--- config.mk ---
export PLATFORM = sky130hd
export DESIGN_NAME = pcm_sample_to_s24_converter
export DESIGN_NICKNAME = d
export VERILOG_FILES = /design/src/rtl/pcm_s24_pkg.sv /design/src/rtl/pcm_s24_decode.sv /design/src/rtl/pcm_s24_round.sv /design/src/rtl/pcm_s24_scale.sv /design/src/rtl/pcm_sample_to_s24_converter.sv
export VERILOG_INCLUDE_DIRS = /design/src /design/src/rtl
export SDC_FILE = /design/constraint.sdc
export NUM_CORES = 1
export LEC_CHECK = 0
export BUFFER_PORTS_ARGS = -buffer_cell sky130_fd_sc_hd__clkbuf_2
export CORE_UTILIZATION = 30
export CTS_CLUSTER_DIAMETER = 150
export CTS_CLUSTER_SIZE = 20
export DETAILED_ROUTE_END_ITERATION = 8
export PLACE_DENSITY_LB_ADDON = 0.05
export SYNTH_ARGS = -nofsm -noshare
export SYNTH_HDL_FRONTEND = slang
export SYNTH_SLANG_ARGS = --single-unit
--- constraint.sdc ---
create_clock -name i_clk -period 5.5 [get_ports i_clk]
set_input_delay 0.55 -clock i_clk [delete_from_list [all_inputs] [get_ports i_clk]]
set_output_delay 0.55 -clock i_clk [all_outputs]
set_load 0.01 [all_outputs]
--- src/rtl/pcm_sample_to_s24_converter_defines.svh ---
// assertion helpers for the top-level converter rtl file
`ifndef PCM_SAMPLE_TO_S24_CONVERTER_DEFINES_SVH
`define PCM_SAMPLE_TO_S24_CONVERTER_DEFINES_SVH

// same-cycle implication, checked out of reset
`define PCM_ASSERT_IMP(lbl, ante, cons) \
    lbl: assert property (@(posedge i_clk) disable iff (!i_rst_n) (ante) |-> (cons)) \
        else $error("pcm converter check failed");

// next-cycle implication, checked out of reset
`define PCM_ASSERT_NXT(lbl, ante, cons) \
    lbl: assert property (@(posedge i_clk) disable iff (!i_rst_n) (ante) |=> (cons)) \
        else $error("pcm converter check failed");

`endif

--- src/rtl/pcm_s24_pkg.sv ---
`timescale 1ns / 1ps
`default_nettype none
package pcm_s24_pkg;

    typedef enum logic [2:0] {
        FMT_U8   = 3'd0,
        FMT_S8   = 3'd1,
        FMT_S16  = 3'd2,
        FMT_S24  = 3'd3,
        FMT_S32  = 3'd4,
        FMT_F32  = 3'd5,
        FMT_F64  = 3'd6,
        FMT_NONE = 3'd7
    } t_fmt;

    typedef enum logic [1:0] {
        KIND_INT   = 2'd0,
        KIND_FLOAT = 2'd1,
        KIND_ZERO  = 2'd2,
        KIND_CLAMP = 2'd3
    } t_kind;

    localparam logic [23:0] FULL_SCALE = 24'h7FFFFF;

    typedef struct packed {
        logic         valid;
        t_kind        kind;
        logic         is_f64;
        logic         sign;
        logic         wide;
        logic [23:0]  int_val;
        logic [75:0]  prod;
        logic [6:0]   shift;
    } t_s1;

    typedef struct packed {
        logic         valid;
        t_kind        kind;
        logic         sign;
        logic         wide;
        logic [23:0]  int_val;
        logic [53:0]  mag;
        logic [5:0]   rshift;
    } t_s2;

endpackage
`default_nettype wire

--- src/rtl/pcm_s24_decode.sv ---
`timescale 1ns / 1ps
`default_nettype none
module pcm_s24_decode
    import pcm_s24_pkg::*;
(
    input  wire logic        i_clk,
    input  wire logic        i_rst_n,
    input  wire logic        i_valid,
    input  wire t_fmt        i_fmt,
    input  wire logic [63:0] i_raw,
    output t_s1              o_s1
);

    t_s1 r_s1;
    t_s1 n_s1;

    logic [7:0]  f_exp;
    logic [7:0]  u8_rec;
    logic [23:0] m32;
    logic [10:0] d_exp;
    logic [52:0] m64;
    logic [7:0]  s32;
    logic [11:0] s64;

    always_comb begin
        f_exp  = i_raw[30:23];
        d_exp  = i_raw[62:52];
        m32    = {1'b1, i_raw[22:0]};
        m64    = {1'b1, i_raw[51:0]};
        u8_rec = i_raw[7:0] ^ 8'h80;
        s32    = 8'd150 - f_exp;
        s64    = 12'd1075 - {1'b0, d_exp};

        n_s1         = '0;
        n_s1.valid   = i_valid;
        n_s1.kind    = KIND_INT;
        unique case (i_fmt)
            FMT_U8: begin
                n_s1.int_val = {{8{u8_rec[7]}}, u8_rec, 8'h00};
            end
            FMT_S8: begin
                n_s1.int_val = {{8{i_raw[7]}}, i_raw[7:0], 8'h00};
            end
            FMT_S16: begin
                n_s1.int_val = {{8{i_raw[15]}}, i_raw[15:0]};
            end
            FMT_S24: begin
                n_s1.int_val = i_raw[23:0];
                n_s1.wide    = 1'b1;
            end
            FMT_S32: begin
                n_s1.int_val = i_raw[31:8];
                n_s1.wide    = 1'b1;
            end
            FMT_F32: begin
                n_s1.wide   = 1'b1;
                n_s1.sign   = i_raw[31];
                n_s1.prod   = {29'b0, ({m32, 23'b0} - {23'b0, m32})};
                n_s1.shift  = s32[6:0];
                // nan gives zero, magnitude one or more clamps, below one lsb truncates to zero
                if (f_exp == 8'hFF && i_raw[22:0] != 23'b0) begin
                    n_s1.kind = KIND_ZERO;
                end else if (f_exp >= 8'd127) begin
                    n_s1.kind = KIND_CLAMP;
                end else if (f_exp < 8'd104) begin
                    n_s1.kind = KIND_ZERO;
                end else begin
                    n_s1.kind = KIND_FLOAT;
                end
            end
            FMT_F64: begin
                n_s1.wide   = 1'b1;
                n_s1.is_f64 = 1'b1;
                n_s1.sign   = i_raw[63];
                n_s1.prod   = {m64, 23'b0} - {23'b0, m64};
                n_s1.shift  = s64[6:0];
                if (d_exp == 11'h7FF && i_raw[51:0] != 52'b0) begin
                    n_s1.kind = KIND_ZERO;
                end else if (d_exp >= 11'd1023) begin
                    n_s1.kind = KIND_CLAMP;
                end else if (d_exp < 11'd1000) begin
                    n_s1.kind = KIND_ZERO;
                end else begin
                    n_s1.kind = KIND_FLOAT;
                end
            end
            FMT_NONE: begin
                n_s1.kind = KIND_ZERO;
            end
            default: begin
                n_s1.kind = KIND_ZERO;
            end
        endcase
    end

    always_ff @(posedge i_clk) begin
        if (!i_rst_n) begin
            r_s1 <= '0;
        end else begin
            r_s1 <= n_s1;
        end
    end

    assign o_s1 = r_s1;

endmodule
`default_nettype wire

--- src/rtl/pcm_s24_round.sv ---
`timescale 1ns / 1ps
`default_nettype none
module pcm_s24_round
    import pcm_s24_pkg::*;
(
    input  wire logic i_clk,
    input  wire logic i_rst_n,
    input  wire t_s1  i_s1,
    output t_s2       o_s2
);

    t_s2 r_s2;
    t_s2 n_s2;

    logic [52:0] keep;
    logic        guard;
    logic        sticky;
    logic        inc;
    logic [6:0]  k;
    logic [6:0]  rs;

    // round the exact product to the float's precision, nearest even
    always_comb begin
        if (i_s1.is_f64) begin
            if (i_s1.prod[75]) begin
                keep   = i_s1.prod[75:23];
                guard  = i_s1.prod[22];
                sticky = |i_s1.prod[21:0];
                k      = 7'd23;
            end else begin
                keep   = i_s1.prod[74:22];
                guard  = i_s1.prod[21];
                sticky = |i_s1.prod[20:0];
                k      = 7'd22;
            end
        end else begin
            if (i_s1.prod[46]) begin
                keep   = {29'b0, i_s1.prod[46:23]};
                guard  = i_s1.prod[22];
                sticky = |i_s1.prod[21:0];
                k      = 7'd23;
            end else begin
                keep   = {29'b0, i_s1.prod[45:22]};
                guard  = i_s1.prod[21];
                sticky = |i_s1.prod[20:0];
                k      = 7'd22;
            end
        end
        inc = guard & (sticky | keep[0]);
        rs  = i_s1.shift - k;

        n_s2.valid   = i_s1.valid;
        n_s2.kind    = i_s1.kind;
        n_s2.sign    = i_s1.sign;
        n_s2.wide    = i_s1.wide;
        n_s2.int_val = i_s1.int_val;
        n_s2.mag     = {1'b0, keep} + {53'b0, inc};
        n_s2.rshift  = rs[5:0];
    end

    always_ff @(posedge i_clk) begin
        if (!i_rst_n) begin
            r_s2 <= '0;
        end else begin
            r_s2 <= n_s2;
        end
    end

    assign o_s2 = r_s2;

endmodule
`default_nettype wire

--- src/rtl/pcm_s24_scale.sv ---
`timescale 1ns / 1ps
`default_nettype none
module pcm_s24_scale
    import pcm_s24_pkg::*;
(
    input  wire logic               i_clk,
    input  wire logic               i_rst_n,
    input  wire t_s2                i_s2,
    output logic                    o_strobe,
    output logic signed [23:0]      o_sample_value,
    output logic                    o_wide_sample
);

    logic               r_strobe;
    logic signed [23:0] r_value;
    logic               r_wide;
    logic signed [23:0] n_value;
    logic [53:0]        shifted;
    logic [23:0]        mag24;

    always_comb begin
        shifted = i_s2.mag >> i_s2.rshift;
        mag24   = shifted[23:0];
        unique case (i_s2.kind)
            KIND_INT:   n_value = i_s2.int_val;
            KIND_FLOAT: n_value = i_s2.sign ? -mag24 : mag24;
            KIND_CLAMP: n_value = i_s2.sign ? -FULL_SCALE : FULL_SCALE;
            KIND_ZERO:  n_value = '0;
            default:    n_value = '0;
        endcase
    end

    always_ff @(posedge i_clk) begin
        if (!i_rst_n) begin
            r_strobe <= 1'b0;
        end else begin
            r_strobe <= i_s2.valid;
        end
        r_value <= n_value;
        r_wide  <= i_s2.wide;
    end

    assign o_strobe       = r_strobe;
    assign o_sample_value = r_value;
    assign o_wide_sample  = r_wide;

endmodule
`default_nettype wire

--- src/rtl/pcm_sample_to_s24_converter.sv ---
`timescale 1ns / 1ps
`default_nettype none
// pcm sample converter: raw little-endian sample word in, signed 24-bit sample out
// input: a transaction is taken on each edge with start high and busy low;
//   busy is always low, so one sample can enter every cycle
// config: i_cfg_valid/o_cfg_ready write the 3-bit sample type; ready is always
//   high, and the type is sampled with each input, so write it while idle
// output: o_strobe marks o_sample_value and o_wide_sample for one cycle,
//   after the input passes the decode, round and scale registers; the receiver cannot stall
// pipeline: decode and exact product of the float mantissa by full scale,
//   round to the source precision, then shift, sign and select
// throughput is one sample per cycle, through the three register stages
// reset: sample type returns to s16, all stage valid bits clear, no strobe
module pcm_sample_to_s24_converter
    import pcm_s24_pkg::*;
(
    input  wire logic               i_clk,
    input  wire logic               i_rst_n,
    input  wire logic               start,
    output logic                    busy,
    input  wire logic [63:0]        i_sample_bytes,
    input  wire logic               i_cfg_valid,
    output logic                    o_cfg_ready,
    input  wire logic [2:0]         i_cfg_data,
    output logic                    o_strobe,
    output logic signed [23:0]      o_sample_value,
    output logic                    o_wide_sample
);

`include "pcm_sample_to_s24_converter_defines.svh"

    t_fmt        r_sample_type;
    t_s1         s1;
    t_s2         s2;
    logic [53:0] s2_scaled;

    assign busy        = 1'b0;
    assign o_cfg_ready = 1'b1;

    always_ff @(posedge i_clk) begin
        if (!i_rst_n) begin
            r_sample_type <= FMT_S16;
        end else if (i_cfg_valid && o_cfg_ready) begin
            r_sample_type <= t_fmt'(i_cfg_data);
        end
    end

    pcm_s24_decode u_decode (
        .i_clk   (i_clk),
        .i_rst_n (i_rst_n),
        .i_valid (start && !busy),
        .i_fmt   (r_sample_type),
        .i_raw   (i_sample_bytes),
        .o_s1    (s1)
    );

    pcm_s24_round u_round (
        .i_clk   (i_clk),
        .i_rst_n (i_rst_n),
        .i_s1    (s1),
        .o_s2    (s2)
    );

    pcm_s24_scale u_scale (
        .i_clk          (i_clk),
        .i_rst_n        (i_rst_n),
        .i_s2           (s2),
        .o_strobe       (o_strobe),
        .o_sample_value (o_sample_value),
        .o_wide_sample  (o_wide_sample)
    );

    assign s2_scaled = s2.mag >> s2.rshift;

    // every transaction comes out through the decode, round and scale registers
    `PCM_ASSERT_IMP(a_latency, start && !busy, ##3 o_strobe)
    // no result without an earlier transaction at the pipeline input
    `PCM_ASSERT_IMP(a_no_spurious, o_strobe, $past(start, 3))
    // a config write lands in the type register
    `PCM_ASSERT_NXT(a_cfg_write, i_cfg_valid, r_sample_type == t_fmt'($past(i_cfg_data)))
    // a scaled float never goes beyond full scale
    `PCM_ASSERT_IMP(a_float_range, s2.valid && s2.kind == KIND_FLOAT, s2_scaled <= 54'h7FFFFF)

endmodule
`default_nettype wire
Yosys cells after proc, flatten, opt, wreduce, memory -nomap -nowiden
Index checks and enable logic that the tools add are counted.
{ "op_classes": {"n_addsub": 7, "shifts": 1, "n_eq_ne": 12, "bitwise": 3, "reduce_logical": 9, "magnitude_cmp": 4, "mux": 27} }
{ "ops": {"columns": ["operator", "n"], "rows": [
  ["one-hot mux 83 bit (2 select lines)", 1],
  ["one-hot mux 24 bit (5 select lines)", 1],
  ["2-to-1 mux 53 bit", 2],
  ["one-hot mux 24 bit (4 select lines)", 1],
  ["subtractor 76 x 53 -> 76 bit", 1],
  ["2-to-1 mux 24 bit", 3],
  ["adder 53 x 1 -> 54 bit", 1],
  [">> shifter 54 x 6 -> 24 bit", 1],
  ["nonzero test 52 bit", 1],
  ["subtractor 47 x 24 -> 47 bit", 1],
  ["negation 24 bit", 1],
  ["nonzero test 23 bit", 1],
  ["OR reduction 22 bit", 1],
  ["OR reduction 21 bit", 1],
  ["== test 3 bit (second input constant)", 4],
  ["2-to-1 mux 2 bit", 6],
  ["== test 11 bit (second input constant)", 1],
  [">= comparator 11 x 10 -> 1 bit (second input constant)", 1],
  ["less-than comparator 11 x 10 -> 1 bit (second input constant)", 1],
  ["2-to-1 mux 1 bit", 11],
  ["== test 8 bit (second input constant)", 1],
  [">= comparator 8 x 7 -> 1 bit (second input constant)", 1],
  ["less-than comparator 8 x 7 -> 1 bit (second input constant)", 1],
  ["subtractor 5 x 7 -> 7 bit (first input constant)", 1],
  ["other kinds (15)", 18]
]} }
{ "totals": {"out_inout_bits": 28, "input_bits": 71, "elab_cells": 82, "regBits": 230} }

Depth between registers and ports, before layout
{ "depth": {"ltp_word": 6, "depth_mapped": 17, "mapped_depth_nobuf": 13} }

Modules after synthesis
From an unflattened synthesis, not the netlist that was laid out.
{ "hier_totals": {"hier_cells": 2145, "area_unflattened_um2": 17394.2} }
{ "by_module_without_submodules": {"columns": ["mod", "n_inst", "seq_area_each_um2", "area_each_um2", "cells_each"], "rows": [
  ["pcm_s24_decode", 1, 2262.2, 7176.9, 909],
  ["pcm_s24_round", 1, 1781.7, 5336.4, 673],
  ["pcm_s24_scale", 1, 520.5, 4752.1, 550],
  ["pcm_sample_to_s24_converter", 1, 60.1, 128.9, 13]
]} }

Worst setup path after synthesis
OpenSTA, ideal clock, no wires.
{ "synth_path": {"path_type": "reg-to-reg", "startpoint": "register u_decode.r_s1 (netlist bit u_decode.o_s1[53])", "endpoint": "register u_round.r_s2 (netlist bit u_round.o_s2[56])", "setup_ns": 0.086, "path_buffers": 5, "path_stages_with_launch": 18, "required_time_ns": 5.414, "path_slack_ns": 1.581, "period_less_slack_ns": 3.919, "t_arrival_ns": 3.833, "cell_sequence": "dfxtp_1 buf_2 mux2i_1 buf_2 clkbuf_1 buf_1 nand2_1 nand2_1 ha_1 inv_1 a2111oi_2 and3_1 clkbuf_1 nor4b_1 nand3_1 xnor2_1 nor2_1 a211oi_1"} }
{ "synth_via": {"elab_chain_len": 5, "elab_cells_between_ends": 10, "classes_between": "add/sub (1); mux (7); bitwise (2)"} }
{ "synth_lines": {"columns": ["element", "line", "text"], "rows": [
  ["from (decl)", "pcm_s24_decode.sv:14", "t_s1 r_s1;"],
  ["from (signal assigned)", "pcm_s24_decode.sv:100", "r_s1 <= n_s1;"],
  ["2-to-1 mux 1 bit or 2-to-1 mux 24 bit (tied branches)", "pcm_s24_round.sv:37", "if (i_s1.prod[46]) begin"],
  ["2-to-1 mux 1 bit or 2-to-1 mux 53 bit (tied branches)", "pcm_s24_round.sv:24", "if (i_s1.is_f64) begin"],
  ["OR 1 bit", "pcm_s24_round.sv:49", "inc = guard & (sticky | keep[0]);"],
  ["AND 1 bit", "pcm_s24_round.sv:49", null],
  ["adder 53 x 1 -> 54 bit *", "pcm_s24_round.sv:57", "n_s2.mag = {1'b0, keep} + {53'b0, inc};"],
  ["to (signal assigned)", "pcm_s24_round.sv:65", "r_s2 <= n_s2;"],
  ["to (decl)", "pcm_s24_round.sv:12", "t_s2 r_s2;"]
]} }
Every way passes the cells marked *; elsewhere a longest branch is shown, timed or not.
A chain may end at the register's enable or synchronous reset.

Worst setup path after layout
{ "layout_path": {"startpoint": "register u_round.r_s2 (netlist bit u_round.o_s2[0])", "endpoint": "register u_scale.r_value[8], in the netlist u_scale.o_sample_value[8]"} }
{ "layout_via": {"elab_chain_len": 4} }
{ "layout_lines": {"columns": ["element", "line", "text"], "rows": [
  [">> shifter 54 x 6 -> 24 bit *", null, null],
  ["negation 24 bit", "pcm_s24_scale.sv:26", "KIND_FLOAT: n_value = i_s2.sign ? -mag24 : mag24;"],
  ["2-to-1 mux 24 bit *", "pcm_s24_scale.sv:26", null],
  ["one-hot mux 24 bit (4 select lines) *", "pcm_s24_scale.sv:24", "unique case (i_s2.kind)"],
  ["via u_scale.n_value[8]", "pcm_s24_scale.sv:17", "logic signed [23:0] n_value;"],
  ["to (signal assigned)", "pcm_s24_scale.sv:39", "r_value <= n_value;"],
  ["to (decl)", "pcm_s24_scale.sv:15", "logic signed [23:0] r_value;"]
]} }
Mark *: on every way through the listed nets, which the timed path passes. The rest lies on a longest branch.

==> summary.txt <==
Min path
  – Worst hold path type: input port to flip-flop

Clock tree
  – CTS Buffer Depth: 3
  – Post CTS Setup Buffer Count: 0
  – Worst-Skew Late Latency: 0.52 ns
  – Hold buffer count at cts: 0
  – Clock transition at path regs: 0.09 ns
  – Total clock sinks: 230
  – CTS tree: yes
  – CTS root buf: clkbuf_16
  – Total CTS buffers: 16
  – Post-CTS Resized: 0
  – H-tree depth: 1

STA
  – Pins Over Slew Limit: 0
  – Setup TNS: 0 ns
  – Setup ws final: 1.00 ns
  – Maximum clock frequency: 222 MHz
  – Worst slew pin tran: 1.14 ns
  – Setup violations, final: 0
  – Slew HR: 23.0%
  – Final hold violation count: 0
  – Fin crit period: 4.50 ns
  – Period utilization: 81.7%
  – Layout Skew: 0.0209 ns
  – RSZ-0062 raised after global routing: false

Run status
  – Outcome: complete, no violations

Global routing
  – Total track usage: 24.8%
  – Initial antenna violation count: 1
  – Overflow after GRT: 0
  – Largest net degree at the start of global routing: 59
  – First-pass GRT wire length: 106,000 µm
  – Vias in the first global route: 15,600

Synthesis
  – Synthesized instance count: 2,063
  – Syn. warnings: 0
  – Post-Syn Nets: 2,173
  – Unique masters post-synth: 93
  – Ys flop type: dfxtp_1
  – Register area share after synthesis: 27.4%
  – Async SR Flop Fraction: 0%
  – Post-synth EDFFs: 0
  – Yosys reg bits: 230
  – Mapped Area: 16,800 µm²
  – Synth Area per Inst: 8.15 µm²

Placed design
  – DP HPWL: 56,800 µm
  – Dpl cells: 2,802
  – I/O Buffers: 96
  – GPL Wtd Cong: 0.930
  – Setup slack at placement: 0.659 ns

Floorplanning
  – Chip width: 239 µm
  – Rows: 86
  – Core footprint: 55,200 µm²
  – Initial Utilization: 30.5%
  – Io pins: 99
  – Die area: 57,000 µm²
  – Die Height: 239 µm

Run
  – Max-Cap Viols: 0

Finish
  – Layout cell share with drive strength beyond 1: 14.0%
  – Final #Nets: 2,182
  – ANT cells: 0
  – Cell Count, Final, Fillers Out: 2,824
  – Area grow syn2layout: 9.22%

Critical path
  – Critical path data required time: 5.91 ns
  – Critical path arrival: 4.91 ns
  – Crit path to: u_scale.o_sample_value[8]
  – RR Endpoint: u_scale.o_sample_value[8]
  – Startpoint types: flip-flop
  – Worst r2r src: u_round.o_s2[0]
  – Crit path max-delay cell type: dfxtp_4
  – Critical Path End Type: flip-flop
  – Flop2flop setup slack: 1.00 ns
  – R2R depth: 10
  – Critical Path Fanout Max: 37
  – Max incr delay on CP: 0.75 ns
  – Cell Chain, Critical Path: buf_12, mux4_2, mux4_2, and2_0, o21ai_0, o2111ai_1, nor3_1, nor3b_1, mux2_2, o21ai_0
  – Crit path launch: u_round.o_s2[0]
  – Setup CP Type: flip-flop to flip-flop

Route
  – Final wirelength: 71,300 µm
  – Starting DRT DRC Count: 1,403
  – DR vias/cell: 5.71
  – DR WL/cell: 25.3 µm
  – DRC viols: 0
  – Total number of vias: 16,100
  – Initial DRT Pass Iterations: 5
  – ANT nets after route: 0

Pwr
  – Leakage: 6.68 nW
  – Pwr per Cell Area: 208 nW/µm²
  – Max VDD drop: 0.000197 V
  – Power Total: 0.00382 W
-- power by group --
part	switching, W	leakage, nW	total, W	internal [W]
sequential	0.0000572	1.87	0.00178	0.00172
combinational	0.000558	4.58	0.000847	0.000289
clock	0.000620	0.228	0.00119	0.000572
-- metrics by stage --
step                utilization (%)  hold slack, ns  cell area, µm²
CTS                            33.3           0.226           18400
global route                   33.3           0.245           18400
detailed placement             32.4           0.315           17900
global placement               32.4           0.310           17900
finish                         33.3           0.249           18400
floorplan                         -           0.310           16800
-- worst min-delay path by stage --
stage / from / end / slack [ns] / cells after the start
after global routing: start / u_decode.o_s1[112] / 0.24 / 2
after floorplan: u_round.o_s2[84] / u_scale.o_wide_sample / 0.31 / 0
after global placement: u_round.o_s2[84] / u_scale.o_wide_sample / 0.31 / 0
final: start / u_decode.o_s1[112] / 0.25 / 2
after detailed placement: u_round.o_s2[84] / u_scale.o_wide_sample / 0.31 / 0
after CTS: start / u_decode.o_s1[112] / 0.23 / 2
-- final cells by class --
type                            instances  area, µm²
Fill cell                            5827      36800
Multi-Input combinational cell       1617      11300
Sequential cell                       230       4610
Tap cell                              748        936
Timing Repair Buffer                  134        778
Clock buffer                           19        433
Inverter                               73        274
Clock inverter                          3       33.8
-- logic make-up (layout without fill, tap and decap cells) --
kind of cell	Yosys count	count (layout)	synth area share, %
AND/OR/NAND/NOR	794	794	23.1
AO/OA/AOI/OAI	480	480	19.1
flip-flops	230	230	27.4
buffers and inverters	216	229	5.47
multiplexers	171	171	15.1
XOR/XNOR	131	131	6.82
adder cells (fa/ha/maj)	39	39	2.90
other	2	2	0.0446
-- worst max-delay path, delay by kind of cell (launching register included) --
kind	cells	cell delay [ns]
AO/OA/AOI/OAI	3	0.79
buffers and inverters	1	0.29
flip-flops	1	0.75
multiplexers	3	1.45
AND/OR/NAND/NOR	3	1.08
-- sequential cells by signal, summed over array words and instances (netlist names) --
register                count
u_decode.o_s1             112
u_round.o_s2               89
u_scale.o_sample_value     24
r_sample_type               3
u_scale.o_strobe            1
u_scale.o_wide_sample       1
-- synth_stat cells (all sizes together) (8+ instances only) --
master	number	share of area (%)
mux4	60	8.1
nand4	39	1.5
a22o	8	0.47
or2	10	0.37
dfxtp	230	27
mux2	55	3.7
a31oi	16	0.60
ha	39	2.9
or4	10	0.47
clkbuf	106	2.4
o21ai	86	2.6
nand2	232	5.2
nor3b	10	0.45
xnor2	83	4.3
or3	18	0.70
buf	37	1.5
and2	49	1.8
a221oi	15	0.78
a21o	23	1.0
and3	25	0.93
nor2b	23	0.86
a211oi	23	1.0
a22oi	20	0.89
o21bai	13	0.58
o22ai	38	1.4
a211o	15	0.78
a32oi	15	0.78
nor4	26	0.97
o22a	10	0.52
o211ai	14	0.62
nor3	39	1.2
a21oi	117	3.5
xor2	48	2.5
inv	69	1.5
nor2	201	4.5
nand2b	17	0.63
mux2i	56	3.3
nand3	72	2.1
o31ai	14	0.62
-- placed cells by master (no fill, tap or decap), drive strengths merged, types with 39 or more instances in the layout --
cell type and n:
nor3 39, nand3 72, xor2 48, a21oi 117, nor2 201, nand4 39, clkbuf 115, xnor2 83
and2 49, mux4 60, dfxtp 230, inv 73, mux2 55, o21ai 86, mux2i 56, nand2 232
ha 39
-- routing by layer --
metal	vias to the layer above	GRT usage, %	wire, µm
met1	7841	33.5	32100
met2	634	41.4	33300
met5	-	0	0
li1	7533	-	-
met3	129	2.14	3330
met4	0	8.62	2660
(Power assumes the default switching activity.)
